--- src/hdl/t2f_pkg.sv ---
// Shared types, constants and the symbol builder for the track 2 F2F encoder.
// Used by t2f_front, t2f_queue, t2f_back and the top level. No dependencies.
package t2f_pkg;

  localparam int unsigned BitsPerChar = 5;
  localparam int unsigned QueueDepth  = 2;
  localparam int unsigned CntW        = $clog2(BitsPerChar);
  localparam int unsigned QPtrW       = $clog2(QueueDepth);

  localparam logic [7:0] CharLow  = 8'h30;  // '0'
  localparam logic [7:0] CharHigh = 8'h3F;  // '?'

  typedef enum logic [1:0] {
    MODE_DATA   = 2'd0,
    MODE_PAD    = 2'd1,
    MODE_FINISH = 2'd2,
    MODE_UNUSED = 2'd3
  } mode_t;

  typedef logic [BitsPerChar-1:0] sym_t;

  // One queued character: five cells, LSB first, plus the bad-character flag
  typedef struct packed {
    sym_t sym;
    logic bad;
  } sym_entry_t;

  // Queue status as seen by the front and back
  typedef struct packed {
    logic full;
    logic nonempty;
  } q_stat_t;

  // Nibble in bits 0..3, odd parity in bit 4
  function automatic sym_t make_symbol(input logic [3:0] nib);
    make_symbol = {~(^nib), nib};
  endfunction

endpackage

--- src/hdl/track2_f2f_stripe_encoder.sv ---
// Top level of the track 2 F2F (Aiken biphase) stripe encoder.
// Depends on t2f_pkg, t2f_front, t2f_queue and t2f_back.
//
// Usage:
//   Input channel (in_valid / in_stall): one transaction per character:
//   in_mode 0 sends in_char_code as a data character (outside '0'..'?' it
//   goes out as 11111 with bad_char set), 1 sends a zero pad character,
//   2 sends the LRC character and clears the LRC, 3 is taken and dropped.
//   Output channel (out_valid / out_stall): five transactions per character,
//   one per bit cell, LSB first, each carrying both half-cell coil levels;
//   out_last_bit marks the fifth cell.
//   A character passes from the front into the queue, into the shifter and
//   then into the output register before its first cell leaves.
//   Throughput: one cell per cycle while out_stall does not hold the output,
//   set by the single bit-cell shifter in the back end.
//   A two-entry queue lets the front keep taking characters while the back
//   is still shifting; in_stall rises only when that queue is full.
//   When out_stall is high and out_valid is set, the output register and
//   shifter hold; the queue then fills and stalls the input side.
//   Reset (rst_n low, synchronous) clears the coil level, the LRC, the
//   queue and all valid flags.
module track2_f2f_stripe_encoder (
  input  logic       clk,
  input  logic       rst_n,
  input  logic       in_valid,
  output logic       in_stall,
  input  logic [1:0] in_mode,
  input  logic [7:0] in_char_code,
  output logic       out_valid,
  input  logic       out_stall,
  output logic       out_first_half_level,
  output logic       out_second_half_level,
  output logic       out_bad_char,
  output logic       out_last_bit
);
  import t2f_pkg::*;

  q_stat_t    q_stat;
  logic       push, pop;
  sym_entry_t push_entry, head;

  // Classify and build symbols; keep the LRC in transaction order
  t2f_front u_front (
    .clk          (clk),
    .rst_n        (rst_n),
    .in_valid     (in_valid),
    .in_stall     (in_stall),
    .in_mode      (in_mode),
    .in_char_code (in_char_code),
    .q_stat       (q_stat),
    .push         (push),
    .push_entry   (push_entry)
  );

  // Decouple the front from the cell shifter
  t2f_queue u_queue (
    .clk        (clk),
    .rst_n      (rst_n),
    .push       (push),
    .push_entry (push_entry),
    .pop        (pop),
    .head       (head),
    .q_stat     (q_stat)
  );

  // Emit one bit cell per cycle while not stalled, and track the coil
  t2f_back u_back (
    .clk                   (clk),
    .rst_n                 (rst_n),
    .q_stat                (q_stat),
    .head                  (head),
    .pop                   (pop),
    .out_valid             (out_valid),
    .out_stall             (out_stall),
    .out_first_half_level  (out_first_half_level),
    .out_second_half_level (out_second_half_level),
    .out_bad_char          (out_bad_char),
    .out_last_bit          (out_last_bit)
  );

endmodule

--- src/hdl/t2f_front.sv ---
// Front end: accepts input transactions, classifies them, builds the symbol
// and keeps the LRC. Depends on t2f_pkg.
module t2f_front (
  input  logic                clk,
  input  logic                rst_n,
  input  logic                in_valid,
  output logic                in_stall,
  input  logic [1:0]          in_mode,
  input  logic [7:0]          in_char_code,
  input  t2f_pkg::q_stat_t    q_stat,
  output logic                push,
  output t2f_pkg::sym_entry_t push_entry
);
  import t2f_pkg::*;

  logic [3:0] lrc_r, lrc_nxt;
  logic       accept;
  logic       in_range;
  logic [3:0] nib;

  assign in_stall = q_stat.full;
  assign accept   = in_valid && !in_stall;
  assign in_range = (in_char_code >= CharLow) && (in_char_code <= CharHigh);
  assign nib      = in_range ? in_char_code[3:0] : 4'hF;

  always_comb begin
    push             = 1'b0;
    push_entry.sym   = '0;
    push_entry.bad   = 1'b0;
    lrc_nxt          = lrc_r;
    case (mode_t'(in_mode))
      MODE_DATA: begin
        push           = accept;
        push_entry.sym = in_range ? make_symbol(nib) : '1;
        push_entry.bad = !in_range;
        if (accept) lrc_nxt = lrc_r ^ nib;
      end
      MODE_PAD: begin
        push = accept;
      end
      MODE_FINISH: begin
        push           = accept;
        push_entry.sym = make_symbol(lrc_r);
        if (accept) lrc_nxt = '0;
      end
      default: begin
        // unused mode: accept and drop
      end
    endcase
  end

  always_ff @(posedge clk) begin
    if (!rst_n) begin
      lrc_r <= '0;
    end else begin
      lrc_r <= lrc_nxt;
    end
  end

endmodule

--- src/hdl/t2f_queue.sv ---
// Short queue of classified characters between front and back.
// Depends on t2f_pkg.
module t2f_queue (
  input  logic                clk,
  input  logic                rst_n,
  input  logic                push,
  input  t2f_pkg::sym_entry_t push_entry,
  input  logic                pop,
  output t2f_pkg::sym_entry_t head,
  output t2f_pkg::q_stat_t    q_stat
);
  import t2f_pkg::*;

  sym_entry_t           mem_r [QueueDepth];
  logic [QPtrW-1:0]     wr_ptr_r, rd_ptr_r;
  logic [QPtrW:0]       count_r;

  assign q_stat.full     = (count_r == (QPtrW+1)'(QueueDepth));
  assign q_stat.nonempty = (count_r != '0);
  assign head            = mem_r[rd_ptr_r];

  always_ff @(posedge clk) begin
    if (push) mem_r[wr_ptr_r] <= push_entry;
  end

  always_ff @(posedge clk) begin
    if (!rst_n) begin
      wr_ptr_r <= '0;
      rd_ptr_r <= '0;
      count_r  <= '0;
    end else begin
      if (push) wr_ptr_r <= wr_ptr_r + 1'b1;
      if (pop)  rd_ptr_r <= rd_ptr_r + 1'b1;
      case ({push, pop})
        2'b10:   count_r <= count_r + 1'b1;
        2'b01:   count_r <= count_r - 1'b1;
        default: count_r <= count_r;
      endcase
    end
  end

endmodule

--- src/hdl/t2f_back.sv ---
// Back end: unless stalled, shifts out one F2F bit cell per cycle into the
// output register and tracks the coil level. Depends on t2f_pkg.
module t2f_back (
  input  logic                clk,
  input  logic                rst_n,
  input  t2f_pkg::q_stat_t    q_stat,
  input  t2f_pkg::sym_entry_t head,
  output logic                pop,
  output logic                out_valid,
  input  logic                out_stall,
  output logic                out_first_half_level,
  output logic                out_second_half_level,
  output logic                out_bad_char,
  output logic                out_last_bit
);
  import t2f_pkg::*;

  sym_t            sym_r;
  logic            bad_r;
  logic [CntW-1:0] cnt_r;
  logic            busy_r;
  logic            coil_r;
  logic            out_valid_r;
  logic            first_r, second_r, obad_r, olast_r;
  logic            adv, last, first_lvl;

  assign adv       = !out_valid_r || !out_stall;
  assign last      = (cnt_r == CntW'(BitsPerChar - 1));
  assign first_lvl = ~coil_r;
  assign pop       = adv && q_stat.nonempty && (!busy_r || last);

  assign out_valid             = out_valid_r;
  assign out_first_half_level  = first_r;
  assign out_second_half_level = second_r;
  assign out_bad_char          = obad_r;
  assign out_last_bit          = olast_r;

  // Control state
  always_ff @(posedge clk) begin
    if (!rst_n) begin
      busy_r      <= 1'b0;
      cnt_r       <= '0;
      coil_r      <= 1'b0;
      out_valid_r <= 1'b0;
    end else if (adv) begin
      out_valid_r <= busy_r;
      if (busy_r) begin
        coil_r <= first_lvl ^ sym_r[0];
        if (last) begin
          busy_r <= q_stat.nonempty;
          cnt_r  <= '0;
        end else begin
          cnt_r <= cnt_r + 1'b1;
        end
      end else if (q_stat.nonempty) begin
        busy_r <= 1'b1;
        cnt_r  <= '0;
      end
    end
  end

  // Payload
  always_ff @(posedge clk) begin
    if (adv) begin
      if (busy_r) begin
        first_r  <= first_lvl;
        second_r <= first_lvl ^ sym_r[0];
        obad_r   <= bad_r;
        olast_r  <= last;
      end
      if (pop) begin
        sym_r <= head.sym;
        bad_r <= head.bad;
      end else if (busy_r) begin
        sym_r <= sym_r >> 1;
      end
    end
  end

endmodule
--- config.mk ---
export PLATFORM = sky130hd
export DESIGN_NAME = track2_f2f_stripe_encoder
export DESIGN_NICKNAME = d
export VERILOG_FILES = /design/src/hdl/t2f_pkg.sv /design/src/hdl/track2_f2f_stripe_encoder.sv /design/src/hdl/t2f_front.sv /design/src/hdl/t2f_queue.sv /design/src/hdl/t2f_back.sv
export SDC_FILE = /design/constraint.sdc
export NUM_CORES = 1
export LEC_CHECK = 0
export BUFFER_PORTS_ARGS = -buffer_cell sky130_fd_sc_hd__buf_2
export CAP_MARGIN = 15
export CORE_AREA = 2 2 58 60
export CTS_CLUSTER_SIZE = 10
export DETAILED_ROUTE_END_ITERATION = 10
export DIE_AREA = 0 0 60 62
export GPL_ROUTABILITY_DRIVEN = 0
export PLACE_DENSITY = 0.87
export SYNTH_ARGS = -nofsm -noshare
export SYNTH_HDL_FRONTEND = slang
export SYNTH_HIERARCHICAL = 1
export SYNTH_SLANG_ARGS = --single-unit
export TNS_END_PERCENT = 30
--- constraint.sdc ---
create_clock -name clk -period 5.8 [get_ports clk]
set_clock_uncertainty 0.15 [all_clocks]
set_input_delay 0.87 -clock clk [delete_from_list [all_inputs] [get_ports clk]]
set_output_delay 0.87 -clock clk [all_outputs]
set_load 0.01 [all_outputs]
**Word level (Yosys, flattened, before mapping)**

Memories as Yosys holds them, arrays and structs flattened. A register that Yosys moved wholly into a read port is not among the register bits.
Cells that the tools add are included.

- Bits in registers: 24
- RAM bits: 12
- Input port bits: 14
- Output and inout bits: 6
- Memories kept: 1

- Add/subtract/negate cells: 5
- $lt $le $gt $ge: 2
- Equal/unequal tests: 8
- Multiplexer cells: 21
- Bitwise logic cells: 5
- Reduce and logical (&&, ||, !) cells: 25

Memories:

| name | depth | bits a word | rd ports | clocked after memory_dff | write ports | line | RTL |
|---|---|---|---|---|---|---|---|
| u_queue.mem_r | 2 | 6 | 1 | 1 | 1 | t2f_queue.sv:14 | `sym_entry_t mem_r [QueueDepth];` |

Operators with widths:

| cell | count |
|---|---|
| $mux W5 | 3 |
| $mux W4 | 3 |
| $pmux W5 S2 | 1 |
| $reduce_bool A2 Y1 | 5 |
| $mux W1 | 9 |
| $mux W3 | 3 |
| $ge A8 B6 Y1 const B | 1 |
| $le A8 B6 Y1 const B | 1 |
| $pmux W4 S2 | 1 |
| $reduce_and A2 Y1 | 4 |
| $reduce_xor A4 Y1 | 2 |
| $eq A2 B2 Y1 const B | 3 |
| $logic_not A1 Y1 | 5 |
| $eq A2 B1 Y1 const B | 2 |
| $logic_and A1 B1 Y1 | 4 |
| $ne A2 B1 Y1 const B | 2 |
| $pmux W2 S2 | 1 |
| $xor A4 B4 Y4 | 1 |
| $add A3 B1 Y3 const B | 1 |
| $eq A3 B3 Y1 const B | 1 |
| $not A1 Y1 | 3 |
| $reduce_and A3 Y1 | 1 |
| $reduce_or A3 Y1 | 1 |
| $add A1 B1 Y1 const B | 2 |
| other kinds (5) | 6 |

**Logic depth before layout (Yosys ltp)**

- Depth after elaboration: 7
- Gate-level depth with buffers: 8
- Mapped depth without buffers: 8

**Modules after synthesis**

The synthesis kept the hierarchy.

By module, submodules not included:

| module | times used | cells each | area each (sq um) | seq. area each (sq um) |
|---|---|---|---|---|
| t2f_back | 1 | 54 | 725.7 | 420.4 |
| t2f_queue | 1 | 41 | 650.6 | 460.4 |
| t2f_front | 1 | 52 | 416.6 | 80.1 |

**Worst setup path before layout**

Ideal clock, no wire load.

- Path type: input -> register
- Start: input out_stall
- End: register u_queue.count_r[1]
- Library setup time: 0.070 ns
- Data arrival time: 2.093 ns
- Setup slack: 3.487 ns
- Stages on the path: 5
- Path buffers: 0
- Path through: a21bo_4 a21oi_4 ha_1 or3_1 a21boi_1

- Word-level cells in the longest chain between the ends: 6
- Elaborated cells between the ends (all ways): 8
- Classes of those cells: eq/ne: 2; mux: 1; reduce/logical: 5

RTL lines:

| what | line | RTL |
|---|---|---|
| start: declaration | track2_f2f_stripe_encoder.sv:30 | `input logic out_stall,` |
| $logic_not A1 Y1 (*) | t2f_back.sv:27 | `assign adv = !out_valid_r \|\| !out_stall;` |
| $logic_or A1 B1 Y1 (*) | t2f_back.sv:27 |  |
| $logic_and A1 B1 Y1 (*) (2 in series) | t2f_back.sv:30 | `assign pop = adv && q_stat.nonempty && (!busy_r \|\| last);` |
| net pop | track2_f2f_stripe_encoder.sv:39 | `logic push, pop;` |
| $eq A2 B1 Y1 or $eq A2 B2 Y1 (tied branches) | t2f_queue.sv:34 | `case ({push, pop})` |
| $pmux W2 S2 or $reduce_bool A2 Y1 (tied branches) | - |  |
| end signal: assignment | t2f_queue.sv:35 | `2'b10: count_r <= count_r + 1'b1;` |
| end signal: assignment | t2f_queue.sv:36 | `2'b01: count_r <= count_r - 1'b1;` |
| end signal: assignment | t2f_queue.sv:37 | `default: count_r <= count_r;` |
| end: declaration | t2f_queue.sv:16 | `logic [QPtrW:0] count_r;` |

Mark *: on every way through the listed nets, which the timed path passes. The rest lies on a longest branch.
A chain may end at the register's enable or synchronous reset.

**Worst setup path after layout**

Ends and elaborated chain as after synthesis.

==> flow_metrics.py <==
metrics = {
    "drt": {
        "detail_route.wl_per_cell_um": 13.1,
        "drt-total-wl_um": 2800,
        "initialDrtViolationCount": 43,
        "via_per_inst": 5.41,
        "drc": 0,
        "via_count": 1157,
        "ant_nets": 0,
        "drt-pass1-iter-count": 4,
    },
    "synthesis": {
        "synth-edff-count": 22,
        "avgSynthCellArea_um2": 12.2,
        "synth_area_leader_cell": "edfxtp_1",
        "yosysSeqAreaShare_pct": 53.6,
        "netlist_area_um2": 1790,
        "async_flop_share_pct": 0,
        "netlist_top_cells_count": "edfxtp_1, dfxtp_1, inv_1",
        "yosys.cell_types.count": 45,
        "ys_ff_latch": 37,
        "synth_top_cell_area_share_pct": 36.8,
        "yosys_warnings": 6,
        "synth_nets": 164,
        "synth_top_flop_cell": "edfxtp_1",
        "synthTopCellsByArea": "edfxtp_1, dfxtp_1, mux2_2",
        "yosysMostFrequentCell": "edfxtp_1",
        "syn_inst": 147,
    },
    "global_route": {
        "antenna_found_initial": 0,
        "grt_pass1_wl_um": 4620,
        "grt_overflow": 0,
        "first_global_vias": 1126,
        "grt_max_degree": 22,
        "grt_use_total_pct": 17.2,
    },
    "cts": {
        "cts_sinks": 37,
        "holdBufCountCts": 0,
        "clk-insertion-delay-late_ns": 0.32,
        "h-tree-depth": 2,
        "cts-root-buf": "clkbuf_4",
        "clockBufferDepth": 2,
        "cts_tree": "built",
        "clkTransAtPathRegs_ns": 0.10,
        "post_cts.repair.setup_buffers": 0,
        "ctsResizeCount": 0,
        "cts_buffers": 5,
    },
    "worst_setup_path": {
        "crit_fanout": 7,
        "endpoint_kind": "register",
        "path_class": "input pin to register",
        "cp.arrival_ns": 2.33,
        "start_kind": "input pin",
        "cp.required_ns": 5.91,
    },
    "worst_hold_path": {
        "hold_path.class": "register to register",
    },
    "run_status": {
        "status": "completed",
    },
    "run": {
        "maxCapViolCount": 0,
    },
    "pwr": {
        "leakage_uw": 0.000749,
        "ir_drop_v": 0.000167,
        "power.density_nw_per_um2": 417,
        "finalPower_uw": 821,
    },
    "layout": {
        "final_cells": 214,
        "nFillCells": 262,
        "drive_above_1_share_pct": 27.4,
        "final_nets": 184,
        "multi_input_area_um2": 756,
        "num_antenna_cells": 0,
        "synthToLayoutAreaGrowth_pct": 9.70,
        "seq_area_um2": 961,
    },
    "timing": {
        "maxSlewViolCount": 0,
        "max_freq_mhz": 450,
        "setup_ws_ns": 3.58,
        "relSlewSlack_pct": 63.3,
        "tightest_slew_ns": 0.548,
        "rsz0062_at_grt": "no",
        "setup_tns_ns": 0,
        "timing.final.crit_share_pct": 38.3,
        "finalHoldViolCount": 0,
        "finalSetupViolCount": 0,
        "timing.hold.ws_ns": 0.289,
        "timing.final.crit_period_ns": 2.22,
    },
    "placement": {
        "io_buffers": 19,
        "dpl_worst_slack_ns": 3.23,
        "dp_hpwl_um": 2170,
        "dp.cells": 206,
    },
    "floorplan": {
        "io_pins": 20,
        "initial_core_util_pct": 56.4,
        "fp.coreArea_um2": 3180,
        "die_area_um2": 3720,
        "die_h_um": 62,
        "fp-row-count": 21,
        "die_x_um": 60,
    },
}
## sequential cells by signal (all words and copies together), names as in the netlist, 2 cells and up, named ones only
| register | flops |
|---|---|
| u_back/sym_r | 5 |
| u_back/cnt_r | 3 |
| u_queue/mem_r | 12 |
| u_front/lrc_r | 4 |
| u_queue/count_r | 2 |
## metal layers
metal  GRT usage [%]  part of all wire (%)  up-vias
met3            4.35                   3.8        5
met1            16.1                    36      551
met4            9.52                   1.6        0
li1                -                     -      574
met2            33.7                    58       27
met5               0                     0        -
## layout by cell type, fill, tap and decap left out, drive strengths merged, types with 2 or more instances in the layout
master / n
a21boi: 3
a21oi: 8
a221oi: 5
a22oi: 2
and2: 6
and2b: 2
buf: 19
clkbuf: 6
clkinv: 2
dfxtp: 15
edfxtp: 22
ha: 3
inv: 10
mux2: 10
nand2: 8
nand2b: 2
nor2: 7
nor2b: 3
o2111ai: 4
o21a: 2
o21ai: 7
xnor2: 7
xor2: 3
## per-stage QoR
step | cell area (um^2) | utilization [%]
floorplan | 1790 | -
global placement | 1910 | 60.0
detailed placement | 1910 | 60.0
CTS | 1970 | 61.9
global route | 1970 | 61.9
finish | 1970 | 61.9
## layout make-up
class                      count  area share, %
timing repair buffer          19           4.83
multi-input combinational     94           38.4
sequential                    37           48.9
clock inverter                 2          0.445
tap                           46           2.93
clock buffer                   6           2.61
inverter                      10           1.91
## where the power goes
part           internal (uW)  total (uW)  switching [uW]
registers                366         408            41.9
logic                    147         280             134
clock network           57.0         132            75.5
## logic make-up after synthesis
| kind of cell | count (synthesis) | synth area share (%) |
|---|---|---|
| AO/OA/AOI/OAI | 34 | 14.6 |
| AND/OR/NAND/NOR | 36 | 12.9 |
| flip-flops | 37 | 53.6 |
| multiplexers | 11 | 7.68 |
| XOR/XNOR | 10 | 4.89 |
| adder cells (fa/ha/maj) | 3 | 2.09 |
| buffers and inverters | 16 | 4.26 |
## final timing paths
| kind | to | slack (ns) | from | depth (start not counted) |
|---|---|---|---|---|
| setup / recovery | u_queue/count_r[1] | 3.58 | out_stall | 6 |
| hold reg to reg | u_back/out_bad_char | 0.29 | u_back/bad_r | 0 |
| hold / removal | u_back/out_bad_char | 0.29 | u_back/bad_r | 0 |
| setup reg to reg | u_queue/count_r[1] | 3.64 | u_queue/count_r[0] | 7 |
## critical path, stage by stage
cell      delay [ns]
buf_2           0.13
a21bo_4         0.23
a21oi_4         0.27
ha_1            0.32
or3_1           0.37
a21boi_1        0.14
Power figures use the tool's default switching activity.
